===== src/rtl/sfp_pkg.sv =====
`timescale 1ns / 1ps

package sfp_pkg;

   localparam int MAX_PAYLOAD_BYTES = 256;

   localparam logic [7:0] SofA = 8'hAA;
   localparam logic [7:0] SofB = 8'h55;
   localparam logic [7:0] EomA = 8'h66;
   localparam logic [7:0] EomB = 8'hBB;

   localparam logic [15:0] CrcInit = 16'hFFFF;
   localparam logic [15:0] CrcPoly = 16'h1021;

   localparam int CsrAddrWidth = 3;
   localparam logic CsrSelVersion = 1'b0;
   localparam logic CsrSelLimit   = 1'b1;

   localparam logic [7:0] VersionReset = 8'd1;
   localparam logic [8:0] LimitReset   = 9'd256;

   typedef enum logic [2:0] {
      StMore = 3'd0,
      StOk   = 3'd1,
      StEVer = 3'd2,
      StELen = 3'd3,
      StEEnd = 3'd4,
      StECrc = 3'd5
   } status_type;

   typedef struct packed {
      logic [7:0] expected_version;
      logic [8:0] payload_limit;
   } cfg_type;

   typedef struct packed {
      logic [2:0] status;
      logic       payload_valid;
      logic [7:0] payload_byte;
      logic [7:0] payload_index;
      logic [7:0] message_id;
      logic [7:0] frame_flags;
      logic [7:0] sequence_res;
      logic [8:0] payload_length;
   } result_type;

   function automatic logic [15:0] crc_add(input logic [15:0] crc, input logic [7:0] b);
      logic [15:0] c;
      c = crc ^ {b, 8'h00};
      for (int i = 0; i < 8; i++) begin
         if (c[15]) begin
            c = {c[14:0], 1'b0} ^ CrcPoly;
         end else begin
            c = {c[14:0], 1'b0};
         end
      end
      return c;
   endfunction

endpackage


===== src/rtl/sfp_csr.sv =====
`timescale 1ns / 1ps

module sfp_csr
   import sfp_pkg::*;
(
   input  logic                    clock,
   input  logic                    reset,
   input  logic                    psel,
   input  logic                    penable,
   input  logic                    pwrite,
   input  logic [CsrAddrWidth-1:0] paddr,
   input  logic [31:0]             pwdata,
   output logic [31:0]             prdata,
   output logic                    pready,
   output cfg_type                 cfg
);

   logic [7:0] version_ff, version_in;
   logic [8:0] limit_ff, limit_in;
   logic       wr_en;
   logic       sel;

   assign pready = 1'b1;
   assign wr_en  = psel & penable & pwrite & pready;
   assign sel    = paddr[2];

   always_comb begin
      version_in = version_ff;
      limit_in   = limit_ff;
      prdata     = '0;
      unique case (sel)
         CsrSelVersion: begin
            prdata = {24'd0, version_ff};
            if (wr_en) begin
               version_in = pwdata[7:0];
            end
         end
         CsrSelLimit: begin
            prdata = {23'd0, limit_ff};
            if (wr_en) begin
               limit_in = pwdata[8:0];
            end
         end
         default: begin
            prdata = '0;
         end
      endcase
   end

   always_ff @(posedge clock) begin
      if (reset) begin
         version_ff <= VersionReset;
         limit_ff   <= LimitReset;
      end else begin
         version_ff <= version_in;
         limit_ff   <= limit_in;
      end
   end

   assign cfg.expected_version = version_ff;
   assign cfg.payload_limit    = limit_ff;

endmodule


===== src/rtl/sfp_core.sv =====
`timescale 1ns / 1ps

module sfp_core
   import sfp_pkg::*;
(
   input  logic       clock,
   input  logic       reset,
   input  cfg_type    cfg,
   input  logic       req_valid,
   output logic       req_ready,
   input  logic [7:0] req_rx_byte,
   input  logic       push_ok,
   output logic       push,
   output result_type result
);

   typedef enum logic [3:0] {
      PhHunt0 = 4'd0,
      PhHunt1 = 4'd1,
      PhVer   = 4'd2,
      PhMsg   = 4'd3,
      PhFlg   = 4'd4,
      PhSeq   = 4'd5,
      PhLenL  = 4'd6,
      PhLenH  = 4'd7,
      PhPay   = 4'd8,
      PhCrcL  = 4'd9,
      PhCrcH  = 4'd10,
      PhEnd0  = 4'd11,
      PhEnd1  = 4'd12
   } phase_type;

   localparam logic [16:0] MaxLimit = 17'(MAX_PAYLOAD_BYTES);

   logic        in_valid_ff, in_valid_in;
   logic [7:0]  in_byte_ff, in_byte_in;
   phase_type   phase_ff, phase_in;
   logic [15:0] crc_ff, crc_in;
   logic [8:0]  length_ff, length_in;
   logic [8:0]  count_ff, count_in;
   logic [15:0] rx_crc_ff, rx_crc_in;
   logic [7:0]  msg_ff, msg_in;
   logic [7:0]  flags_ff, flags_in;
   logic [7:0]  seq_ff, seq_in;

   logic        fire;
   logic        clear;
   logic [7:0]  b;
   logic [15:0] crc_next;
   logic [15:0] full_length;
   logic [16:0] limit;
   logic [8:0]  count_next;

   assign fire      = in_valid_ff & push_ok;
   assign push      = fire;
   assign req_ready = ~in_valid_ff | fire;
   assign b         = in_byte_ff;

   assign crc_next    = crc_add(crc_ff, b);
   assign full_length = {b, length_ff[7:0]};
   assign limit       = ({8'd0, cfg.payload_limit} > MaxLimit) ? MaxLimit
                                                               : {8'd0, cfg.payload_limit};
   assign count_next  = count_ff + 9'd1;

   always_comb begin
      in_valid_in = in_valid_ff;
      in_byte_in  = in_byte_ff;
      if (req_valid & req_ready) begin
         in_valid_in = 1'b1;
         in_byte_in  = req_rx_byte;
      end else if (fire) begin
         in_valid_in = 1'b0;
      end
   end

   always_comb begin
      phase_in  = phase_ff;
      crc_in    = crc_ff;
      length_in = length_ff;
      count_in  = count_ff;
      rx_crc_in = rx_crc_ff;
      msg_in    = msg_ff;
      flags_in  = flags_ff;
      seq_in    = seq_ff;
      clear     = 1'b0;
      result    = '0;
      result.status = StMore;
      if (fire) begin
         unique case (phase_ff)
            PhHunt0: begin
               if (b == SofA) begin
                  phase_in = PhHunt1;
               end
            end
            PhHunt1: begin
               if (b == SofB) begin
                  crc_in   = CrcInit;
                  phase_in = PhVer;
               end else if (b != SofA) begin
                  phase_in = PhHunt0;
               end
            end
            PhVer: begin
               if (b != cfg.expected_version) begin
                  clear         = 1'b1;
                  result.status = StEVer;
               end else begin
                  crc_in   = crc_next;
                  phase_in = PhMsg;
               end
            end
            PhMsg: begin
               msg_in   = b;
               crc_in   = crc_next;
               phase_in = PhFlg;
            end
            PhFlg: begin
               flags_in = b;
               crc_in   = crc_next;
               phase_in = PhSeq;
            end
            PhSeq: begin
               seq_in   = b;
               crc_in   = crc_next;
               phase_in = PhLenL;
            end
            PhLenL: begin
               length_in = {1'b0, b};
               crc_in    = crc_next;
               phase_in  = PhLenH;
            end
            PhLenH: begin
               if ({1'b0, full_length} > limit) begin
                  clear         = 1'b1;
                  result.status = StELen;
               end else begin
                  length_in = full_length[8:0];
                  crc_in    = crc_next;
                  count_in  = '0;
                  phase_in  = (full_length == 16'd0) ? PhCrcL : PhPay;
               end
            end
            PhPay: begin
               result.payload_valid = 1'b1;
               result.payload_byte  = b;
               result.payload_index = count_ff[7:0];
               crc_in   = crc_next;
               count_in = count_next;
               if (count_next >= length_ff) begin
                  phase_in = PhCrcL;
               end
            end
            PhCrcL: begin
               rx_crc_in = {8'd0, b};
               phase_in  = PhCrcH;
            end
            PhCrcH: begin
               rx_crc_in = {b, rx_crc_ff[7:0]};
               phase_in  = PhEnd0;
            end
            PhEnd0: begin
               if (b != EomA) begin
                  clear         = 1'b1;
                  result.status = StEEnd;
               end else begin
                  phase_in = PhEnd1;
               end
            end
            PhEnd1: begin
               clear = 1'b1;
               if (b != EomB) begin
                  result.status = StEEnd;
               end else if (crc_ff != rx_crc_ff) begin
                  result.status = StECrc;
               end else begin
                  result.status         = StOk;
                  result.message_id     = msg_ff;
                  result.frame_flags    = flags_ff;
                  result.sequence_res   = seq_ff;
                  result.payload_length = length_ff;
               end
            end
            default: begin
               clear = 1'b1;
            end
         endcase
         if (clear) begin
            phase_in  = PhHunt0;
            crc_in    = CrcInit;
            length_in = '0;
            count_in  = '0;
            rx_crc_in = '0;
            msg_in    = '0;
            flags_in  = '0;
            seq_in    = '0;
         end
      end
   end

   always_ff @(posedge clock) begin
      if (reset) begin
         in_valid_ff <= 1'b0;
         in_byte_ff  <= '0;
         phase_ff    <= PhHunt0;
         crc_ff      <= CrcInit;
         length_ff   <= '0;
         count_ff    <= '0;
         rx_crc_ff   <= '0;
         msg_ff      <= '0;
         flags_ff    <= '0;
         seq_ff      <= '0;
      end else begin
         in_valid_ff <= in_valid_in;
         in_byte_ff  <= in_byte_in;
         phase_ff    <= phase_in;
         crc_ff      <= crc_in;
         length_ff   <= length_in;
         count_ff    <= count_in;
         rx_crc_ff   <= rx_crc_in;
         msg_ff      <= msg_in;
         flags_ff    <= flags_in;
         seq_ff      <= seq_in;
      end
   end

endmodule


===== src/rtl/sfp_out_queue.sv =====
`timescale 1ns / 1ps

module sfp_out_queue
   import sfp_pkg::*;
(
   input  logic       clock,
   input  logic       reset,
   input  logic       push,
   input  result_type push_data,
   output logic       push_ok,
   output logic       rsp_valid,
   input  logic       rsp_ready,
   output result_type rsp_data
);

   result_type  entry_ff [2];
   logic        head_ff, head_in;
   logic [1:0]  count_ff, count_in;
   logic        pop;
   logic        tail;

   assign rsp_valid = (count_ff != 2'd0);
   assign pop       = rsp_valid & rsp_ready;
   assign push_ok   = (count_ff != 2'd2) | pop;
   assign tail      = head_ff ^ count_ff[0];
   assign rsp_data  = entry_ff[head_ff];

   always_comb begin
      head_in  = pop ? ~head_ff : head_ff;
      count_in = count_ff + {1'b0, push} - {1'b0, pop};
   end

   always_ff @(posedge clock) begin
      if (reset) begin
         head_ff  <= 1'b0;
         count_ff <= '0;
      end else begin
         head_ff  <= head_in;
         count_ff <= count_in;
      end
   end

   always_ff @(posedge clock) begin
      if (push) begin
         entry_ff[tail] <= push_data;
      end
   end

endmodule


===== src/rtl/serial_frame_parser_crc16.sv =====
`timescale 1ns / 1ps

// Byte-stream deframer for AA 55 | VER MSG FLAGS SEQ LEN(le) | PAYLOAD | CRC(le) | 66 BB
// frames, checked with CRC-16/CCITT-FALSE from the version byte to the last payload byte.
// Each received word on the req_ channel gives exactly one word on the rsp_ channel: a
// status (need more, ok, or a version, length, end marker or CRC error), the payload byte
// and its index when the byte is payload, and the header fields with status ok.
// Both channels use valid and ready; the APB port holds the expected version and the
// payload length limit, and must be written only while the parser is idle; the block
// itself does not enforce this. An accepted word is registered in the input register,
// parsed combinationally and, once the result queue has room, pushed into that queue,
// which offers its result. One word is accepted every cycle while the queue can take a
// result; the per-word CRC byte update and the phase transition sit between the input
// register and a two-entry result queue.
// When the receiver stalls, the queue holds up to two results and the input register a
// third word before req_ready falls; nothing is dropped.
// Reset clears the parser to hunting for the first start byte, empties the queue and
// restores the registers to version 1 and a limit of 256 bytes.

module serial_frame_parser_crc16
   import sfp_pkg::*;
(
   input  logic                    clock,
   input  logic                    reset,
   input  logic                    req_valid,
   output logic                    req_ready,
   input  logic [7:0]              req_rx_byte,
   output logic                    rsp_valid,
   input  logic                    rsp_ready,
   output logic [2:0]              rsp_status,
   output logic                    rsp_payload_valid,
   output logic [7:0]              rsp_payload_byte,
   output logic [7:0]              rsp_payload_index,
   output logic [7:0]              rsp_message_id,
   output logic [7:0]              rsp_frame_flags,
   output logic [7:0]              rsp_sequence_res,
   output logic [8:0]              rsp_payload_length,
   input  logic                    psel,
   input  logic                    penable,
   input  logic                    pwrite,
   input  logic [CsrAddrWidth-1:0] paddr,
   input  logic [31:0]             pwdata,
   output logic [31:0]             prdata,
   output logic                    pready
);

   cfg_type    cfg;
   logic       push;
   logic       push_ok;
   result_type push_data;
   result_type rsp_data;

   sfp_csr u_csr (
      .clock   (clock),
      .reset   (reset),
      .psel    (psel),
      .penable (penable),
      .pwrite  (pwrite),
      .paddr   (paddr),
      .pwdata  (pwdata),
      .prdata  (prdata),
      .pready  (pready),
      .cfg     (cfg)
   );

   sfp_core u_core (
      .clock       (clock),
      .reset       (reset),
      .cfg         (cfg),
      .req_valid   (req_valid),
      .req_ready   (req_ready),
      .req_rx_byte (req_rx_byte),
      .push_ok     (push_ok),
      .push        (push),
      .result      (push_data)
   );

   sfp_out_queue u_queue (
      .clock     (clock),
      .reset     (reset),
      .push      (push),
      .push_data (push_data),
      .push_ok   (push_ok),
      .rsp_valid (rsp_valid),
      .rsp_ready (rsp_ready),
      .rsp_data  (rsp_data)
   );

   assign rsp_status         = rsp_data.status;
   assign rsp_payload_valid  = rsp_data.payload_valid;
   assign rsp_payload_byte   = rsp_data.payload_byte;
   assign rsp_payload_index  = rsp_data.payload_index;
   assign rsp_message_id     = rsp_data.message_id;
   assign rsp_frame_flags    = rsp_data.frame_flags;
   assign rsp_sequence_res   = rsp_data.sequence_res;
   assign rsp_payload_length = rsp_data.payload_length;

endmodule


===== config.mk =====
export PLATFORM = sky130hd
export DESIGN_NAME = serial_frame_parser_crc16
export DESIGN_NICKNAME = d
export VERILOG_FILES = /design/src/rtl/sfp_pkg.sv /design/src/rtl/sfp_csr.sv /design/src/rtl/sfp_core.sv /design/src/rtl/sfp_out_queue.sv /design/src/rtl/serial_frame_parser_crc16.sv
export SDC_FILE = /design/constraint.sdc
export NUM_CORES = 1
export LEC_CHECK = 0
export BUFFER_PORTS_ARGS = -buffer_cell sky130_fd_sc_hd__buf_2
export CAP_MARGIN = 5
export CORE_MARGIN = 1
export CORE_UTILIZATION = 45
export CTS_CLUSTER_DIAMETER = 30
export CTS_CLUSTER_SIZE = 10
export DETAILED_ROUTE_END_ITERATION = 16
export PLACE_DENSITY = 0.74
export SLEW_MARGIN = 25
export SYNTH_ARGS = -nofsm -noshare
export SYNTH_HDL_FRONTEND = slang
export SYNTH_SLANG_ARGS = --single-unit

===== constraint.sdc =====
create_clock -name clock -period 9.3 [get_ports clock]
set_clock_uncertainty 0.05 [all_clocks]
set_input_delay 1.395 -clock clock [delete_from_list [all_inputs] [get_ports clock]]
set_output_delay 1.395 -clock clock [all_outputs]
set_load 0.005 [all_outputs]

# After elaboration in Yosys (flattened, before gate mapping)
# Memory sizes are Yosys's and may differ from the RTL's. A register that Yosys moved wholly into a read port is not among the register bits.
# Index checks and enable logic that the tools add are counted.
# totals
reg_bits,107
latch_bits,0
ramBits,106
rom_bits,0
in_bits,50
out_inout_bits,88
wordCells,161
memories,1
# classes
add_sub_neg,3
multipliers,0
n_div,0
magnitude_cmp,3
eq_ne,29
shifts,0
muxes,61
bitwise,20
reduce_logical,28
# memory_table
name,depth,word_bits,rd,rd_ports_with_merged_regs,wr,line,rtl
u_queue.entry_ff,2,53,1,1,1,sfp_out_queue.sv:16,result_type entry_ff [2];
# ops
cell,count
13-bit 2-to-1 mux,8
33-bit 2-to-1 mux,3
16-bit 2-to-1 mux,5
16-bit case mux with 4 select lines,1
32-bit case mux with 2 select lines,1
53-bit 2-to-1 mux,1
8-bit 2-to-1 mux,6
4-bit case mux with 12 select lines,1
9-bit 2-to-1 mux,5
9-bit case mux with 2 select lines,2
4-bit 2-to-1 mux,8
16-bit case mux with 2 select lines,1
3-bit NOT,8
4-bit == test (second input constant),5
16-bit by 17-bit > comparator with 1-bit output,1
17-bit 2-to-1 mux,1
4-bit by 3-bit == test with 1-bit output (second input constant),4
16-bit logical NOT,1
16-bit != test,1
8-bit != test (second input constant),2
16-bit XOR,1
2-bit nonzero test,7
13-bit nonzero test,1
3-bit case mux with 4 select lines,1
other kinds (33),69

# Logic depth before layout (Yosys ltp)
# Gate-level depths: netlist (run 1).
# logic_depth
depth_word,20
ltp_mapped,12

# By module
# A second synthesis (run 1) with hierarchy kept.
# unflattened
hier_cells,971
area_unflattened_um2,11015.6
# by_module_without_submodules
module,instances,cells_each,area_per_inst_um2,seq_area_each_um2
sfp_core,1,680,5690.5,1741.7
sfp_out_queue,1,188,4301.6,3263.1
sfp_csr,1,103,1023.5,340.3

# Worst setup path after synthesis (run 1)
# OpenSTA, ideal clock, no wires.
# synth_timing
path_type,input -> register
start,in rsp_ready
end,"mem u_queue.entry_ff[0][0] (netlist bit), enable pin"
setup_ns,0.464
t_arrival_ns,4.383
required_ns,8.786
setup_slack_ns,4.403
stages,6
n_path_buf,3
cell_sequence,nor3b_1 -> nand2b_1 -> clkbuf_1 -> clkbuf_1 -> clkbuf_1 -> nor2_1
# synth_via
elab_chain_len,5
# synth_rtl
item,line,rtl
from (decl),serial_frame_parser_crc16.sv:29,"input logic rsp_ready,"
1-bit bitwise AND,sfp_out_queue.sv:23,assign pop = rsp_valid & rsp_ready;
1-bit bitwise OR,sfp_out_queue.sv:24,assign push_ok = (count_ff != 2'd2) | pop;
1-bit bitwise AND,sfp_core.sv:54,assign fire = in_valid_ff & push_ok;
1-bit 2-to-1 mux,sfp_out_queue.sv:44,if (push) begin
1-bit 2-to-1 mux (not written as such),sfp_out_queue.sv:45,entry_ff[tail] <= push_data;
to (decl),sfp_out_queue.sv:16,
# No other way between the ends.

# Worst setup path after layout (run 1)
# layout_timing
start,in rsp_ready
end,out req_ready
# layout_via
elab_chain_len,4
# layout_rtl
item,line,rtl
1-bit bitwise AND,sfp_out_queue.sv:23,
1-bit bitwise OR,sfp_out_queue.sv:24,
1-bit bitwise AND,sfp_core.sv:54,
1-bit bitwise OR,sfp_core.sv:56,assign req_ready = ~in_valid_ff | fire;
to (decl),serial_frame_parser_crc16.sv:26,"output logic req_ready,"
# No other way between the ends.

==> results of run 1 <==
[registers in the layout, summed over array words and instances (netlist names), named ones only]
name                count
u_core.length_ff        9
u_csr.limit_ff          9
u_core.seq_ff           8
u_core.phase_ff         4
u_queue.entry_ff      106
u_csr.version_ff        8
u_core.crc_ff          16
u_core.in_valid_ff      1
u_queue.count_ff        2
u_core.msg_ff           8
u_core.count_ff         9
u_core.b                8
u_core.flags_ff         8
u_core.rx_crc_ff       16
u_queue.head_ff         1
[worst max-delay path, cell delays in order]
cell     delay [ps]
buf_2           100
nor3b_1         410
nand2_1         330
buf_2           220
[metrics by stage]
step | worst slack (ps) | cells | hold WS [ps]
floorplan | 4403 | 948 | 381.9
global placement | 5042 | 1247 | 389.1
detailed placement | 4998 | 1247 | 397.9
CTS | 5360 | 1323 | 403.3
global route | 5300 | 1323 | 424.7
finish | 5390 | 1323 | 405.5
[synthesized netlist by cell type (4+ instances only)]
cell / n
nand2b_1: 4
nand2_1: 66
inv_1: 15
nand3b_1: 6
nand3_1: 53
edfxtp_1: 106
clkbuf_1: 51
dfxtp_1: 108
and3_1: 6
buf_2: 5
xnor2_1: 37
a22oi_1: 35
mux2_2: 61
and2_1: 43
a2bb2oi_1: 11
a31oi_1: 6
nor2_1: 34
o22a_1: 5
buf_4: 25
xor2_1: 22
a22o_1: 8
a21oi_1: 92
nand4_1: 8
nor4_1: 15
nor2b_1: 4
ha_1: 21
o21ai_0: 15
or3_1: 4
a211oi_2: 8
nor3_1: 11
[cell type report]
class	instances	share of cell area
multi-input cells	634	0.3581
clock buffers	50	0.09348
flip-flops and latches	214	0.4453
clock inverters	26	0.02293
inverters	16	0.005002
repair buffers	103	0.04606
well taps	280	0.02918
[metal layers]
metal	wire, µm	vias to the layer above	GRT usage	share of wire
met5	0	-	0	0
met3	1555	36	0.03494	0.067
met1	10250	3563	0.2746	0.44
met2	10900	277	0.3363	0.47
li1	-	3517	-	-
met4	386	0	0.06050	0.017
[cells in the final DEF, fill, tap and decap left out, drive strengths merged, types with 11 or more instances in the layout]
cell type	instances
dfxtp	108
edfxtp	106
buf	103
a21oi	93
nand2	66
mux2	61
nand3	54
clkbuf	50
and2	43
xnor2	37
a22oi	35
nor2	34
conb	24
xor2	22
ha	21
inv	18
o21ai	16
nor4	15
clkinv	15
a211oi	12
nor3	11
a2bb2oi	11
[report_power, final]
part / leakage [nW] / internal, mW / total (mW) / switching (mW)
combinational: 1.89 / 0.164 / 0.362 / 0.198
clock: 0.676 / 0.973 / 1.46 / 0.484
sequential: 1.87 / 1.08 / 1.11 / 0.0274
total: 4.44 / 2.21 / 2.92 / 0.710
[worst paths after layout]
| check | slack (ps) | end | cells after the start | startpoint |
|---|---|---|---|---|
| worst max-delay path | 5390 | req_ready | 4 | rsp_ready |
| worst min-delay path | 410 | u_core.length_ff[8] | 2 | u_core.length_ff[8] |
| worst max register to register | 5760 | u_core.crc_ff[12] | 7 | u_core.b[7] |
| worst min register to register | 410 | u_core.length_ff[8] | 2 | u_core.length_ff[8] |
[cell families after synthesis]
family	share of synthesized area
and+or+nand+nor	0.1413
muxes	0.06852
adders and majority gates	0.02621
other	0.0007492
AOI/OAI and AO/OA	0.1311
xor gates and xnor gates	0.05155
buffers and inverters	0.04743
DFF	0.5332
==> summary.md, run 1 <==
| Metric | Value |
|---|---|
| Status | finished, final reports clean |
| Clk_lat worst skew | 520 ps |
| Die W | 151.3 µm |
| Worst Path Arrival | 2470 ps |
| CTS tree | built |
| Die area | 0.02288 mm² |
| Critical path peak fanout | 10 |
| Post-Syn Area | 0.01002 mm² |
| Post-Route WL | 23.09 mm |
| Row cnt | 54 |
| CTS Sinks | 214 |
| Die Height | 151.3 µm |
| Port bufs | 88 |
| Worst hold path class | flip-flop to flip-flop |
| Share of flip-flops with an asynchronous set or reset | 0 |
| Tot Pwr | 2.925 mW |
| Via density | 5.588 |
| Hold Vio Cnt, Final | 0 |
| Post-synth top flop | dfxtp_1 |
| First-pass GRT wire length | 36.68 mm |
| Buffers inserted by post-CTS timing repair | 0 |
| H-tree depth | 2 |
| WP data required | 7860 ps |
| Final global-route overflow total | 0 |
| Vias in the first global route | 7139 |
| Average cell area after synthesis | 10.83 µm² |
| Io pins | 138 |
| Synth warnings | 0 |
| Slew @ Worst Pin | 1001 ps |
| Dpl hpwl | 14.29 mm |
| Share of the synthesized area in the top cell type | 0.3175 |
| CTS Buffer Depth | 3 |
| Share of cells above drive strength 1 | 0.2435 |
| Area of the multi-input gates | 0.004299 mm² |
| Effective utilization at floorplan | 0.4594 |
| Largest net degree at the start of global routing | 62 |
| Slew Limit Fails | 0 |
| Area after DPL | 0.01061 mm² |
| Worst Setup End Kind | output pin |
| Peak supply drop | 112.6 µV |
| Largest cells by area after synthesis | edfxtp_1 32%, dfxtp_1 22%, mux2_2 6.9%, a21oi_1 4.6%, xnor2_1 3.2% |
| DRC | 0 |
| Fillers | 1856 |
| Cell area after layout | 0.01201 mm² |
| Fin util | 0.5502 |
| Worst setup SP type | primary input |
| Critical path class | primary input to output pin |
| Register area | 0.005346 mm² |
| Final setup viols | 0 |
| Post-synth EDFFs | 106 |
| Library cells used by synthesis | 55 |
| Mapped Cells | 926 |
| Yosys reg bits | 214 |
| Seq/Total Area, Yosys | 0.5332 |
| Clock slew at the register clock pins of the worst setup and hold paths | 50 ps |
| Area Overhead vs Synth | 19.77% |
| Core area | 0.02182 mm² |
| Slew headroom | 0.3273 |
| RSZ-0062 raised after global routing | false |
| Initial antenna violation count | 0 |
| Total Routing Usage GR | 0.2045 |
| # diodes | 0 |
| Leak Pwr | 4.437 nW |
| Synth area leader | edfxtp_1 |
| Fmax | 255.7 MHz |
| Min cycle time layout | 3910 ps |
| ANT nets after route | 0 |
| Period utilisation layout | 0.4205 |
| Post-DR wirelength/cell | 17.45 µm |
| Resized Gates After CTS | 0 |
| Setup TNS | 0 ps |
| Clock root buffer | clkbuf_16 |
| Via count | 7393 |
| PwrDens | 243.6 mW/mm² |
| GPL Wtd Cong | 0.8412 |
| Final nets | 1081 |
| Initial drt markers | 546 |
| DRT Pass-1 Iters | 5 |
| Num CTS Buffers | 41 |
| Hold_buf cts | 0 |
| Max-Cap Viols | 0 |
Power figures use the tool's default switching activity.
==> inputs of run 2 (changes only) <==
--- a/config.mk
+++ b/config.mk
@@ -12,7 +12,7 @@
 export CTS_CLUSTER_DIAMETER = 30
 export CTS_CLUSTER_SIZE = 10
 export DETAILED_ROUTE_END_ITERATION = 16
-export PLACE_DENSITY = 0.74
+export PLACE_DENSITY = 0.76
 export SLEW_MARGIN = 25
 export SYNTH_ARGS = -nofsm -noshare
 export SYNTH_HDL_FRONTEND = slang
==> constraint.sdc (replaced) <==
create_clock -name clock -period 3.24 [get_ports clock]
set_clock_uncertainty 0.05 [all_clocks]
set_input_delay 0.486 -clock clock [delete_from_list [all_inputs] [get_ports clock]]
set_output_delay 0.486 -clock clock [all_outputs]
set_load 0.005 [all_outputs]
==> run 2 against run 1 <==
Effect of this change:
- wire length up 0.79%
- register-to-register slack worse by 5400 ps
- combinational power rose to 3.0 times the previous value
- via count rose by 1.9%
- non-clock buffer count is 16 higher
- sequential cell count unchanged
- critical path depth rose by 6
- worst hold slack got worse by 280 ps
- die area unchanged
- first-iteration DRC count increased by 21%
- sequential power grew to 2.8 times the previous value
- largest cell class unchanged
==> summary.md, run 2 (synthesis results as in run 1) <==
| Metric | Value |
|---|---|
| Io pins | 138 (unchanged) |
| Largest register by flop count | u_queue.entry_ff |
| Die W | 151.3 µm (unchanged) |
| Resized Gates After CTS | 0 (unchanged) |
| Status | finished, final reports clean |
| Slew headroom | 0.4658 (+0.1385) |
| Seq pwr share | 0.370 (-0.008) |
| Worst setup SP type | flip-flop |
| Crit-path max cell delay | 640 ps (+230 ps) |
| Vias in the first global route | 7411 (+3.8%) |
| Leading cell type in the layout, fill and taps excluded | dfxtp_1 |
| CTS Buffer Depth | 3 (unchanged) |
| ANT nets after route | 0 (unchanged) |
| Port bufs | 88 (unchanged) |
| DR WL met2 | 11.18 mm (+2.6%) |
| Die area | 0.02288 mm² (unchanged) |
| Most frequent cells in the layout | 107 x dfxtp_1, 106 x edfxtp_1, 92 x a21oi_1 |
| Largest net degree at the start of global routing | 54 (-13%) |
| Row cnt | 54 (unchanged) |
| Effective utilization at floorplan | 0.4594 (unchanged) |
| DRT Pass-1 Iters | 5 (unchanged) |
| Area after DPL | 0.01077 mm² (+1.5%) |
| Critical path peak fanout | 5 (-5) |
| Core area | 0.02182 mm² (unchanged) |
| Combinational share of power | 0.128 (+0.004) |
| WP data required | 3550 ps (-4310 ps) |
| RSZ-0062 raised after global routing | false |
| Via count | 7530 (+1.9%) |
| Share of cells above drive strength 1 | 0.2611 (+0.01755) |
| Max reg flops | 106 (unchanged) |
| Leak Pwr | 4.553 nW (+2.6%) |
| Post-Route WL | 23.27 mm (+0.79%) |
| Most frequent CP cell | ha_1 |
| Hold Vio Cnt, Final | 0 (unchanged) |
| Clock root buffer | clkbuf_16 |
| Uppermost layer routed | met4 |
| Hold_buf cts | 0 (unchanged) |
| Max-Cap Viols | 0 (unchanged) |
| Clk_lat worst skew | 530 ps (about the same) |
| Fin util | 0.5597 (+0.009575) |
| Final nets | 1098 (+1.6%) |
| Fmax | 341.3 MHz |
| R2R Setup Slk | 310 ps (-5450 ps) |
| Setup TNS | 0 ps (unchanged) |
| # diodes | 0 (unchanged) |
| Worst Setup End Kind | flip-flop |
| CP top delay family | simple AND/OR/NAND/NOR gates |
| Buf/Inv on CP | 0 (-2) |
| Area Overhead vs Synth | 21.86% |
| Worst hold path class | primary input to flip-flop |
| Worst Path Arrival | 3240 ps (+770 ps) |
| Initial drt markers | 659 (+21%) |
| Final setup viols | 0 (unchanged) |
| Final global-route overflow total | 0 (unchanged) |
| Clk pwr share | 0.502 (+0.004) |
| Hold WS | 126.4 ps (-279.1 ps) |
| CTS tree | built |
| Slew @ Worst Pin | 801.3 ps (-199.2 ps) |
| Critical path, cell by cell | ha_1, and3_1, nand3_1, xnor2_1, ha_1, nor3_1, or4b_2, or2_2, o21ai_0, a21oi_1 |
| Fin worst setup slack | 310.2 ps (-5079 ps) |
| Die Height | 151.3 µm (unchanged) |
| Post-DR wirelength/cell | 17.36 µm (-0.56%) |
| Buffers inserted by post-CTS timing repair | 0 (unchanged) |
| Crit path launch | u_core.count_ff[1] |
| Total Routing Usage GR | 0.2104 (+0.005884) |
| CP max-delay cell | or4b_2 |
| Slew Limit Fails | 0 (unchanged) |
| Period utilisation layout | 0.9043 |
| Int Power | 6.427 mW (+190%) |
| H-tree depth | 2 (unchanged) |
| CTS Sinks | 214 (unchanged) |
| Num CTS Buffers | 42 (+2.4%) |
| First-pass GRT wire length | 37.89 mm (+3.3%) |
| Min cycle time layout | 2930 ps |
| Leading registers by flop count | u_queue.entry_ff (106), u_core.crc_ff (16), u_core.rx_crc_ff (16) |
| Critical path class | flip-flop to flip-flop |
| Post-placement setup slack | 334.4 ps (-4663 ps) |
| Critical R2R Launch | u_core.count_ff[1] |
| Hold wc startpoint | pwdata[8] |
| Dpl hpwl | 14.77 mm (+3.3%) |
| Switch share | 0.2466 (+0.004003) |
| Met3 routed WL | 1.458 mm (-6.2%) |
| Sw Pwr | 2.104 mW (+200%) |
| DRC | 0 (unchanged) |
| Cell area after layout | 0.01222 mm² (+1.7%) |
| Clock slew at the register clock pins of the worst setup and hold paths | 50 ps (about the same) |
| Via density | 5.615 (+0.49%) |
| Initial antenna violation count | 0 (unchanged) |
| GPL Wtd Cong | 0.8742 (+3.9%) |
| Metal-1 WL | 10.26 mm (about the same) |
| PwrDens | 698.3 mW/mm² (+190%) |
| Peak supply drop | 411.6 µV (+270%) |
[run 2: cell types whose count changed in the layout (fill, tap and decap cells not counted), sizes merged]
cell	previous run	this run
clkinv	15	14
clkbuf	50	52
inv	18	20
buf	103	119
bufinv	4	3
[run 2: path summary, 6_finish.rpt]
path                         to  cells after the start
min reg2reg   u_csr.limit_ff[0]                      2
max          u_core.phase_ff[1]                     10
max reg2reg  u_core.phase_ff[1]                     10
min           u_csr.limit_ff[8]                      2
[run 2: worst register-to-register path, stage by stage, from the launching register on]
cell	delay, ps
dfxtp_1	400
ha_1	270
and3_1	210
nand3_1	120
xnor2_1	160
ha_1	270
nor3_1	40
or4b_2	640
or2_2	350
o21ai_0	170
a21oi_1	80
[run 2: power groups by stage]
stage / clock network [mW] / logic [mW] / registers [mW]
2_1_floorplan: 0 / 0.698 / 3.19
3_3_place_gp: 0 / 1.09 / 3.19
3_5_place_dp: 0 / 1.10 / 3.21
4_1_cts: 4.34 / 1.11 / 3.16
5_1_grt: 4.47 / 1.21 / 3.17
6_report: 4.28 / 1.09 / 3.16
[run 2: layout make-up]
type / count / area (µm²)
fillers: 1803 / 9608
multi-input cells: 634 / 4305
well taps: 280 / 350.3
clock buffers: 52 / 1171
clock inverters: 26 / 271.5
inverters: 16 / 60.06
flip-flops and latches: 214 / 5346
repair buffers: 119 / 710.7
[run 2: layer usage]
layer  vias up  track usage
met1      3648       0.2802
met3        35      0.03554
met4         0      0.07650
li1       3562            -
met5         -            0
met2       285       0.3425
[run 2: stage by stage]
| stage | instances | power, mW |
|---|---|---|
| floorplan | 948 | 3.889 |
| global placement | 1263 | 4.282 |
| detailed placement | 1263 | 4.308 |
| CTS | 1341 | 8.606 |
| global route | 1341 | 8.855 |
| finish | 1341 | 8.531 |
==> inputs of run 3 (changes only) <==
--- a/config.mk
+++ b/config.mk
@@ -12,8 +12,7 @@
 export CTS_CLUSTER_DIAMETER = 30
 export CTS_CLUSTER_SIZE = 10
 export DETAILED_ROUTE_END_ITERATION = 16
-export PLACE_DENSITY = 0.76
-export SLEW_MARGIN = 25
+export PLACE_DENSITY = 0.74
 export SYNTH_ARGS = -nofsm -noshare
 export SYNTH_HDL_FRONTEND = slang
 export SYNTH_SLANG_ARGS = --single-unit
==> constraint.sdc (replaced) <==
create_clock -name clock -period 3.3 [get_ports clock]
set_clock_uncertainty 0.05 [all_clocks]
set_input_delay 0.495 -clock clock [delete_from_list [all_inputs] [get_ports clock]]
set_output_delay 0.495 -clock clock [all_outputs]
set_load 0.005 [all_outputs]
==> run 3 against run 2 <==
Effect of this change:
- register-to-register slack got worse by 50 ps
- sequential cell count is the same
- count of clock-buffer cells in the layout rose by 5
- non-clock buffer count fell by 4
- critical path type unchanged
- largest power group unchanged
- critical endpoint unchanged
- first-iteration DRC count down 19%
- highest routed layer unchanged
- setup slack worse by 48 ps
==> summary.md, run 3 (synthesis results as in run 1) <==
| Metric | Value |
|---|---|
| Final setup viols | 0 (unchanged) |
| Share of cells above drive strength 1 | 0.2585 (-0.002584) |
| Total Routing Usage GR | 0.2072 (-0.003159) |
| Metal-1 WL | 10.22 mm (-0.43%) |
| RSZ-0062 raised after global routing | false |
| Slew @ Worst Pin | 823.7 ps (+22.38 ps) |
| PwrDens | 709.5 mW/mm² (+1.6%) |
| Leading registers by flop count | u_queue.entry_ff (106), u_core.crc_ff (16), u_core.rx_crc_ff (16) |
| Largest net degree at the start of global routing | 54 (unchanged) |
| Vias in the first global route | 7181 (-3.1%) |
| Fmax | 329.1 MHz (-3.6%) |
| Clock root buffer | clkbuf_16 |
| DR WL met2 | 10.86 mm (-2.8%) |
| First-pass GRT wire length | 36.98 mm (-2.4%) |
| Most frequent CP cell | ha_1 |
| WP data required | 3630 ps (+80 ps) |
| Worst Setup End Kind | flip-flop |
| Area after DPL | 0.01074 mm² (-0.34%) |
| Die W | 151.3 µm (unchanged) |
| Effective utilization at floorplan | 0.4594 (unchanged) |
| # diodes | 0 (unchanged) |
| Clk_lat worst skew | 530 ps (about the same) |
| Max-Cap Viols | 0 (unchanged) |
| Min cycle time layout | 3038 ps (+108.4 ps) |
| Setup TNS | 0 ps (unchanged) |
| Period utilisation layout | 0.9207 (+0.01641) |
| CP top delay family | simple AND/OR/NAND/NOR gates |
| H-tree depth | 2 (unchanged) |
| Row cnt | 54 (unchanged) |
| Post-Route WL | 23.26 mm (about the same) |
| Max reg flops | 106 (unchanged) |
| CTS tree | built |
| Die Height | 151.3 µm (unchanged) |
| Dpl hpwl | 14.43 mm (-2.3%) |
| Via count | 7434 (-1.3%) |
| Status | finished, final reports clean |
| Critical path peak fanout | 7 (+2) |
| Io pins | 138 (unchanged) |
| ANT nets after route | 0 (unchanged) |
| Hold Vio Cnt, Final | 0 (unchanged) |
| Leak Pwr | 4.607 nW (+1.2%) |
| Worst Path Arrival | 3370 ps (+130 ps) |
| Most frequent cells in the layout | 107 x dfxtp_1, 106 x edfxtp_1, 92 x a21oi_1 |
| Slew Limit Fails | 0 (unchanged) |
| Peak supply drop | 445.4 µV (+8.2%) |
| Critical path, cell by cell | ha_1, and3_1, nand3_1, xnor2_1, ha_1, nor3_1, or4b_2, or2_2, o21ai_0, a21oi_1 |
| Largest register by flop count | u_queue.entry_ff |
| Fillers | 1825 (+1.2%) |
| Slew headroom | 0.4509 (-0.01492) |
| Post-DR wirelength/cell | 17.36 µm (about the same) |
| CTS Buffer Depth | 3 (unchanged) |
| Buf/Inv on CP | 0 (unchanged) |
| Worst setup SP type | flip-flop |
| Clock slew at the register clock pins of the worst setup and hold paths | 50 ps (about the same) |
| Cell area after layout | 0.01231 mm² (+0.79%) |
| DRC | 0 (unchanged) |
| Num CTS Buffers | 44 (+4.8%) |
| DRT Pass-1 Iters | 5 (unchanged) |
| Final nets | 1096 (-0.18%) |
| Leading cell type in the layout, fill and taps excluded | dfxtp_1 |
| Area Overhead vs Synth | 22.82% |
| CP max-delay cell | or4b_2 |
| Worst hold path class | primary input to flip-flop |
| Uppermost layer routed | met4 |
| Resized Gates After CTS | 0 (unchanged) |
| Met3 routed WL | 1.680 mm (+15%) |
| Core area | 0.02182 mm² (unchanged) |
| Final global-route overflow total | 0 (unchanged) |
| Hold_buf cts | 0 (unchanged) |
| Critical path class | flip-flop to flip-flop |
| Initial drt markers | 531 (-19%) |
| Die area | 0.02288 mm² (unchanged) |
| Crit-path max cell delay | 640 ps (about the same) |
| Buffers inserted by post-CTS timing repair | 0 (unchanged) |
| GPL Wtd Cong | 0.8868 (+1.4%) |
| CTS Sinks | 214 (unchanged) |
| Initial antenna violation count | 0 (unchanged) |
| Port bufs | 88 (unchanged) |
| Via density | 5.548 (-1.2%) |
| Fin util | 0.5642 (+0.004414) |
[run 3: routing by layer]
metal  vias up  GRT usage
li1       3551          -
met5         -          0
met3        35    0.04307
met2       308     0.3326
met1      3540     0.2712
met4         0    0.08450
[run 3: final timing paths]
kind | start | to | slack, ps | cells after the start
worst min-delay path | pwdata[8] | u_csr.limit_ff[8] | 130 | 2
worst max register to register | u_core.count_ff[0] | u_core.phase_ff[1] | 260 | 10
worst min register to register | u_core.length_ff[8] | u_core.length_ff[8] | 400 | 2
worst max-delay path | u_core.count_ff[0] | u_core.phase_ff[1] | 260 | 10
[run 3: through the flow]
step	std cells	hold WS (ps)	power [mW]	setup slack, ps
2_1_floorplan	948	381.9	3.819	185.5
3_3_place_gp	1259	387.9	4.206	395.1
3_5_place_dp	1259	397.1	4.227	365.4
4_1_cts	1340	119.1	8.828	311.4
5_1_grt	1340	141.7	9.071	49.56
6_report	1340	134.6	8.735	261.7
[run 3: power breakdown]
| part | switching (mW) | internal, mW |
|---|---|---|
| Combinational | 0.573 | 0.495 |
| Clock | 1.41 | 3.16 |
| Sequential | 0.0609 | 3.04 |
| Total | 2.05 | 6.69 |
[run 3: final cells by class]
| class | count | area (µm²) | area share |
|---|---|---|---|
| clock buffers | 57 | 1296 | 0.1053 |
| clock inverters | 24 | 279.0 | 0.02266 |
| inverters | 16 | 60.06 | 0.004878 |
| multi-input cells | 634 | 4299 | 0.3492 |
| flip-flops and latches | 214 | 5346 | 0.4342 |
| well taps | 280 | 350.3 | 0.02846 |
| repair buffers | 115 | 680.7 | 0.05528 |
[run 3: worst reg2reg max path: stages (launching register included)]
cell and delay (ps):
dfxtp_1 450, ha_1 290, and3_1 210, nand3_1 120
xnor2_1 160, ha_1 270, nor3_1 40, or4b_2 640
or2_2 360, o21ai_0 220, a21oi_1 90
